--- config.mk ---
export PLATFORM = sky130hd
export DESIGN_NAME = scl_fifo
export DESIGN_NICKNAME = d
export VERILOG_FILES = /design/src/scl_pkg.sv /design/src/scl_fifo.sv
export VERILOG_INCLUDE_DIRS = /design/src /design/src/src
export SDC_FILE = /design/constraint.sdc
export NUM_CORES = 1
export LEC_CHECK = 0
export ABC_AREA = 1
export BUFFER_PORTS_ARGS = -buffer_cell sky130_fd_sc_hd__buf_4
export CAP_MARGIN = 0
export CORE_MARGIN = 2
export CORE_UTILIZATION = 32
export DETAILED_ROUTE_END_ITERATION = 10
export PLACE_DENSITY = 0.56
export SYNTH_ARGS = -nofsm -noshare
export SYNTH_HDL_FRONTEND = slang
export SYNTH_SLANG_ARGS = --single-unit
export TNS_END_PERCENT = 1
--- constraint.sdc ---
create_clock -name i_clk -period 21.3 [get_ports i_clk]
set_input_delay 4.26 -clock i_clk [delete_from_list [all_inputs] [get_ports i_clk]]
set_output_delay 4.26 -clock i_clk [all_outputs]
set_load 0.1 [all_outputs]
--- src/sampled_curve_lerp_macros.svh ---
// ---------------------------------------------------------------------------
// sampled curve lerp assertion macros
// shared concurrent assertion forms, clocked and reset-qualified
// ---------------------------------------------------------------------------
`ifndef SAMPLED_CURVE_LERP_MACROS_SVH
`define SAMPLED_CURVE_LERP_MACROS_SVH

// same-cycle implication
`define SCL_ASSERT_IMP(name, clk, rst_n, ant, con, msg) \
    name: assert property (@(posedge clk) disable iff (!rst_n) (ant) |-> (con)) \
        else $error(msg);

// next-cycle implication
`define SCL_ASSERT_NXT(name, clk, rst_n, ant, con, msg) \
    name: assert property (@(posedge clk) disable iff (!rst_n) (ant) |=> (con)) \
        else $error(msg);

`endif

--- src/scl_pkg.sv ---
// ---------------------------------------------------------------------------
// scl_pkg
// shared codes and types of the sampled curve interpolator
// ---------------------------------------------------------------------------
package scl_pkg;

    localparam logic [1:0] CFG_MIN_X        = 2'd0;
    localparam logic [1:0] CFG_SCALE        = 2'd1;
    localparam logic [1:0] CFG_SAMPLE_COUNT = 2'd2;

    localparam logic CMD_WRITE = 1'b0;
    localparam logic CMD_EVAL  = 1'b1;

    localparam int IDX_W_MAX  = 16;
    localparam int FIFO_DEPTH = 2;

    typedef struct packed {
        logic                 is_eval;
        logic                 neg;
        logic [63:0]          prod;
        logic [IDX_W_MAX-1:0] wr_index;
        logic [31:0]          wr_data;
    } t_item;

    typedef struct packed {
        logic empty;
        logic full;
    } t_fifo_stat;

endpackage

--- src/scl_fifo.sv ---
// ---------------------------------------------------------------------------
// scl_fifo
// short item queue between the front and back parts
// ---------------------------------------------------------------------------
module scl_fifo (
    input  logic               i_clk,
    input  logic               i_rst_n,
    input  logic               i_push,
    input  scl_pkg::t_item     i_item,
    input  logic               i_pop,
    output scl_pkg::t_item     o_item,
    output scl_pkg::t_fifo_stat o_stat
);
    import scl_pkg::*;

    `include "sampled_curve_lerp_macros.svh"

    localparam int PTR_W = $clog2(FIFO_DEPTH);
    localparam int CNT_W = $clog2(FIFO_DEPTH + 1);
    localparam logic [CNT_W-1:0] DEPTH_C = CNT_W'(FIFO_DEPTH);

    t_item            r_entry [FIFO_DEPTH];
    logic [PTR_W-1:0] r_wr_ptr;
    logic [PTR_W-1:0] r_rd_ptr;
    logic [CNT_W-1:0] r_count;
    logic [CNT_W-1:0] n_count;

    always_comb begin
        n_count = r_count;
        if (i_push && !i_pop) begin
            n_count = r_count + 1'b1;
        end else if (!i_push && i_pop) begin
            n_count = r_count - 1'b1;
        end
    end

    always_ff @(posedge i_clk) begin
        if (!i_rst_n) begin
            r_wr_ptr <= '0;
            r_rd_ptr <= '0;
            r_count  <= '0;
        end else begin
            if (i_push) begin
                r_wr_ptr <= r_wr_ptr + 1'b1;
            end
            if (i_pop) begin
                r_rd_ptr <= r_rd_ptr + 1'b1;
            end
            r_count <= n_count;
        end
    end

    always_ff @(posedge i_clk) begin
        if (i_push) begin
            r_entry[r_wr_ptr] <= i_item;
        end
    end

    assign o_item       = r_entry[r_rd_ptr];
    assign o_stat.empty = (r_count == '0);
    assign o_stat.full  = (r_count == DEPTH_C);

    `SCL_ASSERT_IMP(a_no_overflow, i_clk, i_rst_n, i_push && (r_count == DEPTH_C), i_pop, "item pushed into full queue")
    `SCL_ASSERT_NXT(a_count_up, i_clk, i_rst_n, i_push && !i_pop, r_count == CNT_W'($past(r_count) + 1'b1), "queue fill count lost an item")

endmodule

==> impl_metrics.ini <==
[outcome]
status = finished clean

[global_routing]
grt_max_degree = 68
grt_pass1_wl_um = 26190
gr-total-overflow = 0
grtUsageTotal_pct = 11.68
antenna_found_initial = 0
first_global_vias = 4771

[logic_synthesis]
synth_fp_nets = 509
syn_area_mm2 = 0.008702
syn_avg_cell_area_um2 = 22.31
synth-seq-cells = 233
syn_inst = 390
yosys_warnings = 0
seq_area_frac_synth_pct = 79.83
synth.distinct_cells = 15

[setup_path]
end_kind = primary output
cp.required_ns = 17.04
critPathSlowestCell = dfxtp_4
critPathMaxStageDelay_ns = 0.92
worstPathArrival_ns = 3.15
criticalPathCategory = reg -> out
worstSetupStartpointType = register
timing.rr.start = r_wr_ptr
cp_cell_sequence = buf_4, mux2_2, buf_4
cp_common_cell = buf_4
path_max_fanout = 67

[sta]
skew_ns = 0.008495
hold_slack_ns = 0.5051
post-route-period-util_pct = 34.77
setup_viol = 0
worst_pin_slew_ns = 1.094
fin_crit_ns = 7.407
rsz0062_at_grt = no
fmax_mhz = 135.0
hold_viol_final = 0
drv_slew = 0
max_slew_margin_pct = 27.06
layout_setup_ws_ns = 13.89
fin_tns_setup_ns = 0

[layout]
finalNetCount = 761
n_fill_cell = 2376
area_growth_pct = 33.87
diodes = 0
fin_util_pct = 43.47
drive_gt1_share_pct = 58.91

[floorplan]
rows = 60
fp.dieArea_mm2 = 0.02853
die_w_um = 168.9
fp.dieH_um = 168.9
io_pins = 234
start_util_pct = 32.47
coreArea_mm2 = 0.02680

[detailed_routing]
wire_per_inst_um = 17.35
vias = 4420
wl_um = 17410
via_per_inst = 4.407
dr.pass1.iters = 4
drtIter0Drc = 200
detail-route-antenna-nets = 0
drc = 0

[clock_network]
cts_resized = 0
clockBufferDepth = 3
cts_buffers = 26
cts-root-buf = clkbuf_16
clk_latency_ns = 0.51
cts.sinks = 233
cts_tree = done
path_clk_slew_ns = 0.05
ctsHtreeMaxLevel = 1
hold_buffers = 0
cts_setup_buffers = 0

[pwr]
ir_drop_v = 0.00006982
power_mw = 1.228
p_leak_nw = 4.481
cellPowerDensity_mw_per_mm2 = 105.4

[min_path]
hold_path_class = reg -> reg
min-delay-start = r_rd_ptr

[place]
place.gp.congestion = 0.7000
place.detailed.hpwl_um = 11330
io_buffers = 233
pre_cts_slack_ns = 14.36

[job]
max_cap_viol_count = 0
## layout by cell type (no fill, tap or decap), types with 3 or more instances in the layout
cell type,Yosys,layout
clkinv_2,0,4
clkbuf_1,0,4
nor2_1,9,8
edfxtp_1,228,228
mux2_4,60,60
clkbuf_16,0,27
dfxtp_1,5,4
mux2_2,54,54
clkinv_1,0,8
nand2_1,8,8
bufinv_16,0,3
inv_1,8,7
buf_4,0,237
## per-stage QoR
step	std cells	area, um^2
2_1_floorplan	390	8702
3_3_place_gp	955	10800
3_5_place_dp	955	10800
4_1_cts	1003	11650
5_1_grt	1003	11650
6_report	1003	11650
## logic make-up (layout without fill, tap and decap cells)
logic type                 Yosys count  in the layout  share of synthesized area, %
muxes                              114            114                         17.34
adders and majority gates            1              1                        0.1438
and+or+nand+nor                     19             19                        0.8627
AOI/OAI and AO/OA                    2              2                        0.1149
buffers and inverters               21            293                         1.711
DFF                                233            233                         79.83
## power by group
part           switching (mW)  internal (mW)  leakage [nW]
clock                   0.169          0.266         0.412
sequential            0.00952          0.531          2.18
combinational           0.186         0.0654          1.89
total                   0.365          0.863          4.48
## Yosys cell counts, drive strengths merged
| cell | instances | area share (%) |
|---|---|---|
| edfxtp | 228 | 79 |
| mux2 | 114 | 17 |
| buf | 13 | 1.4 |
| nor2 | 9 | 0.39 |
| inv | 8 | 0.35 |
| nand2 | 8 | 0.35 |
| dfxtp | 5 | 1.2 |
| a21oi | 1 | 0.057 |
| ha | 1 | 0.14 |
| nand3 | 1 | 0.057 |
| nand4 | 1 | 0.072 |
| o21ai | 1 | 0.057 |
## final cells by class
| cell class | count | area (um^2) | area share [%] |
|---|---|---|---|
| multi-input cells | 136 | 1614 | 13.85 |
| clock buffers | 31 | 690.7 | 5.928 |
| flip-flops and latches | 233 | 6950 | 59.66 |
| well taps | 341 | 426.7 | 3.662 |
| inverters | 8 | 32.53 | 0.2792 |
| repair buffers | 237 | 1779 | 15.27 |
| clock inverters | 17 | 156.4 | 1.343 |
## critical path: cells and delay by family (launching register included)
family   cells  cell delay [ns]
mux          1             0.42
flops        1             0.92
buf+inv      2             1.07
## per-layer routing
metal	GRT usage (%)	up-vias	share of wire [%]
li1	-	2042	-
met1	14.45	2197	42
met2	19.69	156	48
met3	4.138	25	7.9
met4	2.699	0	1.9
met5	0	-	0
## sequential cells by signal, summed over array words and instances (netlist names), named ones only
| register | flops |
|---|---|
| r_rd_ptr | 1 |
| r_entry | 228 |
| r_count | 2 |
| r_wr_ptr | 1 |
## final timing paths
check / endpoint / slack (ns) / cells after the start
setup reg to reg: r_entry[1][39] / 18.98 / 3
hold reg to reg: register / 0.51 / 2
hold / removal: register / 0.51 / 2
setup / recovery: o_item[14] / 13.89 / 3
(Power assumes the default switching activity.)
