## src/sampled_curve_lerp_macros.svh

```systemverilog
// ---------------------------------------------------------------------------
// sampled curve lerp assertion macros
// shared concurrent assertion forms, clocked and reset-qualified
// ---------------------------------------------------------------------------
`ifndef SAMPLED_CURVE_LERP_MACROS_SVH
`define SAMPLED_CURVE_LERP_MACROS_SVH

// same-cycle implication
`define SCL_ASSERT_IMP(name, clk, rst_n, ant, con, msg) \
    name: assert property (@(posedge clk) disable iff (!rst_n) (ant) |-> (con)) \
        else $error(msg);

// next-cycle implication
`define SCL_ASSERT_NXT(name, clk, rst_n, ant, con, msg) \
    name: assert property (@(posedge clk) disable iff (!rst_n) (ant) |=> (con)) \
        else $error(msg);

`endif

```

## src/scl_pkg.sv

```systemverilog
// ---------------------------------------------------------------------------
// scl_pkg
// shared codes and types of the sampled curve interpolator
// ---------------------------------------------------------------------------
package scl_pkg;

    localparam logic [1:0] CFG_MIN_X        = 2'd0;
    localparam logic [1:0] CFG_SCALE        = 2'd1;
    localparam logic [1:0] CFG_SAMPLE_COUNT = 2'd2;

    localparam logic CMD_WRITE = 1'b0;
    localparam logic CMD_EVAL  = 1'b1;

    localparam int IDX_W_MAX  = 16;
    localparam int FIFO_DEPTH = 2;

    typedef struct packed {
        logic                 is_eval;
        logic                 neg;
        logic [63:0]          prod;
        logic [IDX_W_MAX-1:0] wr_index;
        logic [31:0]          wr_data;
    } t_item;

    typedef struct packed {
        logic empty;
        logic full;
    } t_fifo_stat;

endpackage

```

## src/scl_front.sv

```systemverilog
// ---------------------------------------------------------------------------
// scl_front
// accepts items, drops the ones without effect, forms |x - min_x| * scale
// ---------------------------------------------------------------------------
module scl_front #(
    parameter int SAMPLES = 1024
) (
    input  logic           i_clk,
    input  logic           i_rst_n,
    input  logic           i_accept,
    input  logic           i_cmd,
    input  logic [9:0]     i_sample_index,
    input  logic [31:0]    i_sample_value,
    input  logic [31:0]    i_x,
    input  logic [31:0]    i_min_x,
    input  logic [31:0]    i_scale,
    input  logic [10:0]    i_count,
    input  logic           i_hold,
    output logic           o_busy,
    output logic           o_push,
    output scl_pkg::t_item o_item
);
    import scl_pkg::*;

    localparam logic [31:0] SAMPLES_L = 32'(SAMPLES);

    logic [32:0] d_pos;
    logic [32:0] d_neg;
    logic        neg;
    logic [31:0] mag;
    logic        is_eval;
    logic        keep;
    logic        stall;
    logic [63:0] prod;

    logic                 r_s1_valid;
    logic                 r_s1_is_eval;
    logic                 r_s1_neg;
    logic [31:0]          r_s1_mag;
    logic [IDX_W_MAX-1:0] r_s1_index;
    logic [31:0]          r_s1_data;
    logic                 r_s2_valid;
    t_item                r_s2_item;

    always_comb begin
        d_pos   = {i_x[31], i_x} - {i_min_x[31], i_min_x};
        d_neg   = {i_min_x[31], i_min_x} - {i_x[31], i_x};
        neg     = d_pos[32];
        mag     = neg ? d_neg[31:0] : d_pos[31:0];
        is_eval = (i_cmd == CMD_EVAL);
        keep    = is_eval ? (i_count != 11'd0) : ({22'b0, i_sample_index} < SAMPLES_L);
    end

    assign prod   = r_s1_mag * i_scale;
    assign stall  = r_s2_valid && i_hold;
    assign o_busy = stall;
    assign o_push = r_s2_valid && !i_hold;
    assign o_item = r_s2_item;

    always_ff @(posedge i_clk) begin
        if (!i_rst_n) begin
            r_s1_valid <= 1'b0;
            r_s2_valid <= 1'b0;
        end else if (!stall) begin
            r_s1_valid <= i_accept && keep;
            r_s2_valid <= r_s1_valid;
        end
    end

    always_ff @(posedge i_clk) begin
        if (!stall) begin
            r_s1_is_eval       <= is_eval;
            r_s1_neg           <= neg;
            r_s1_mag           <= mag;
            r_s1_index         <= IDX_W_MAX'(i_sample_index);
            r_s1_data          <= i_sample_value;
            r_s2_item.is_eval  <= r_s1_is_eval;
            r_s2_item.neg      <= r_s1_neg;
            r_s2_item.prod     <= prod;
            r_s2_item.wr_index <= r_s1_index;
            r_s2_item.wr_data  <= r_s1_data;
        end
    end

endmodule

```

## config.mk

```make
export PLATFORM = sky130hd
export DESIGN_NAME = scl_front
export DESIGN_NICKNAME = d
export VERILOG_FILES = /design/src/sampled_curve_lerp_macros.svh /design/src/scl_pkg.sv /design/src/scl_front.sv
export SDC_FILE = /design/constraint.sdc
export NUM_CORES = 2
export LEC_CHECK = 0
export ABC_AREA = 1
export BUFFER_PORTS_ARGS = -buffer_cell sky130_fd_sc_hd__buf_2
export CORE_ASPECT_RATIO = 1.5
export CORE_MARGIN = 2
export CORE_UTILIZATION = 45
export CTS_BUF_LIST = sky130_fd_sc_hd__clkbuf_4
export DETAILED_ROUTE_END_ITERATION = 16
export SETUP_SLACK_MARGIN = 0.2
export SYNTH_ARGS = -nofsm -noshare
export SYNTH_HDL_FRONTEND = slang
export SYNTH_SLANG_ARGS = --single-unit
```

## constraint.sdc

```tcl
create_clock -name i_clk -period 12.2 [get_ports i_clk]
set_input_delay 0 -clock i_clk [delete_from_list [all_inputs] [get_ports i_clk]]
set_output_delay 0 -clock i_clk [all_outputs]
set_load 0.02 [all_outputs]
```

==> out/qor.yml <==
outcome:
  outcome: "finished clean"
setup_path:
  slowest_delay_ns: 0.92
  worst-path-buf-inv: 4
  cp-start-kind: "register"
  path_cells: "buf_4 > nand2_1 > fa_1 > fa_1 > fa_1 > fa_1 > inv_1 > fa_1 > fa_1 > fa_1 > inv_1 > fa_1 > inv_1 > ha_1 > nand2_1 > nor3_1 > nand2_1 > nor2_1 > nand2_1 > nand4_1 > nand2_1"
  r2r_slack_ns: 4.60
  critical_path_class: "register to register"
  cpMostUsedCell: "fa_1"
  required_ns: 12.83
  critPathSlowestCell: "edfxtp_1"
  end_kind: "register"
  worstPathArrival_ns: 8.23
  r2r_cells: 21
  cp_top_family: "adder cells"
  cp_max_fo: 17
  path_depth: 21
layout:
  syn2layout_area_growth_pct: 9.53
  fin_cells: 7710
  drive_gt1_share_pct: 5.99
  n_fill_cell: 10200
  final_util_pct: 49.6
  fin_nets: 7759
routing:
  detail_route.iter0.violations: 1862
  viasPerCell: 4.93
  final_antenna_net_count: 0
  met2_wirelength_mm: 79.4
  dr.pass1.iters: 7
  route.detailed.drc: 0
  vias: 38000
  wirelength_mm: 143
  wl_met3_mm: 5.29
  wl_per_cell_um: 18.6
  m1WireLength_mm: 47.6
  highest_layer: "met4"
floorplanning:
  rows: 144
  die_w_um: 266
  core_area_mm2: 0.103
  die_area_mm2: 0.106
  initial_utilization_pct: 45.3
  die_h_um: 398
  pin_count: 270
clock_network:
  cts_buffers: 17
  cts_root_buffer: "clkbuf_4"
  htreeDepth: 4
  cts_sinks: 186
  cts_tree: "yes"
  clkTransAtPathRegs_ns: 0.23
  insertion_delay_ns: 0.87
  cts_buffer_depth: 2
global_route:
  gr-total-overflow: 0
  grt_pass1_vias: 41300
  grt_max_degree: 73
  antenna_found_initial: 2
  grt_pass1_wl_mm: 224
  globalRouteTotalUtil_pct: 28.0
job:
  drv_cap: 0
min_path:
  min_path_cells: 6
  holdCritPathClass: "primary input to register"
placed_design:
  globalplace.congestion: 0.978
  dp_hpwl_mm: 116
  port_buffers: 263
  dpl.cell_count: 7494
timing:
  tightest_slew_ns: 1.01
  slew_viol_final: 0
  setup_tns_ns: 0
  slew_headroom_pct: 32.4
  hold_viol_final: 0
  fin_crit_sh_pct: 62.3
  layout_min_cycle_time_ns: 7.60
  fmax_mhz: 132
  rsz0062_at_grt: "no"
  skew_ns: 0.0498
  setup_viol: 0
synthesis:
  yosys_warnings: 0
  syn-cell-area_mm2: 0.0465
  synth-main-ff-cell: "edfxtp_1"
  ys_types: 38
  syn-mean-instance-area_um2: 7.62
  synth-edff-count: 184
  netlist_instances: 6098
  ys_seq_elements: 186
  synth-async-reset-ratio_pct: 0
  ys_seq_area_share_pct: 12.0
-- metal layers --
| metal | vias to the layer above | GRT usage (%) |
|---|---|---|
| li1 | 17600 | - |
| met1 | 18800 | 27.4 |
| met2 | 1177 | 54.3 |
| met3 | 468 | 2.80 |
| met4 | 0 | 19.6 |
| met5 | - | 0 |
-- worst min-delay path, delay by kind of cell --
kind                     cells  cell delay [ns]
adder cells (fa/ha/maj)      1             0.32
AND/OR/NAND/NOR              4             0.41
buffers and inverters        1             0.09
-- cell families (layout without fill, tap and decap cells) --
family          Yosys count  count (layout)  share of synthesized area, %
simple gates           2265            2265                          19.1
flops                   186             186                          12.0
buf+inv                2180            2471                          17.9
other cells               1               8                       0.00807
compound gates          170             170                          2.13
fa+ha+maj              1224            1224                          47.5
xor+xnor                 72              72                          1.36
-- cell usage in the layout, fill, tap and decap left out, types with 6 or more instances in the layout --
cell,Yosys,layout
inv_1,1949,1949
nand2_1,1896,1895
fa_1,898,898
ha_1,326,326
buf_2,7,263
edfxtp_1,184,184
dlygate4sd3_1,0,182
nor2_1,157,157
nand3_1,124,124
a21oi_1,99,99
xor2_1,52,52
buf_4,15,37
nand4_1,27,27
o21ai_0,25,25
nor3_1,22,22
o21bai_1,21,21
xnor2_1,20,20
clkbuf_4,0,18
o21ai_2,15,15
nand2_2,13,13
inv_2,7,7
nand3b_1,6,6
conb_1,1,6
-- registers in the layout, indices dropped and copies added (netlist names) --
| name | flops |
|---|---|
| r_s1_mag | 32 |
| r_s1_data | 32 |
| r_s1_is_eval | 1 |
| r_s1_index | 10 |
| r_s1_valid | 1 |
| o_item | 108 |
| r_s1_neg | 1 |
| r_s2_valid | 1 |
-- worst paths after layout --
path                               start                     end
hold / removal               i_min_x[25]  r_s1_mag[25]$_DFFE_PN_
setup reg to reg  r_s1_mag[25]$_DFFE_PN_    o_item[97]$_DFFE_PN_
hold reg to reg   r_s1_data[3]$_DFFE_PN_     o_item[3]$_DFFE_PN_
setup / recovery  r_s1_mag[25]$_DFFE_PN_    o_item[97]$_DFFE_PN_
-- layout make-up --
cell class / count / area, um2 / share of cell area (%)
clock inverter: 14 / 181 / 0.356
clock buffer: 18 / 135 / 0.266
inverter: 1957 / 7350 / 14.4
timing repair buffer: 482 / 3420 / 6.71
sequential: 186 / 5570 / 10.9
tap: 1314 / 1640 / 3.23
antenna: 2 / 5.00 / 0.00983
multi-input combinational: 3737 / 32600 / 64.1
-- synthesized netlist by cell type (all sizes together) (27+ instances only) --
master / count / share of area [%]
fa: 898 / 39
xor2: 52 / 0.98
nor2: 161 / 1.3
nand2: 1913 / 16
inv: 1956 / 16
buf: 31 / 0.55
o21ai: 40 / 0.55
ha: 326 / 8.8
clkbuf: 192 / 1.6
nand3: 125 / 1.4
nand4: 27 / 0.36
a21oi: 103 / 1.1
edfxtp: 184 / 12
-- through the flow --
step	area [um2]	setup slack, ns	hold slack (ns)
after floorplan	46500	5.86	0.0798
after global placement	48800	4.59	0.178
after detailed placement	48800	4.66	0.178
after CTS	50900	4.62	0.000460
after global routing	50900	4.28	0.109
final	50900	4.60	0.0826
-- timing repair --
action,in CTS,in global routing
hold endpoints to repair,77,0
gates resized for setup,0,0
setup buffers,0,0
hold buffers,182,0
Power is not shown: default switching activity piles up to over one toggle a cycle in this logic, so the estimate is an artifact.
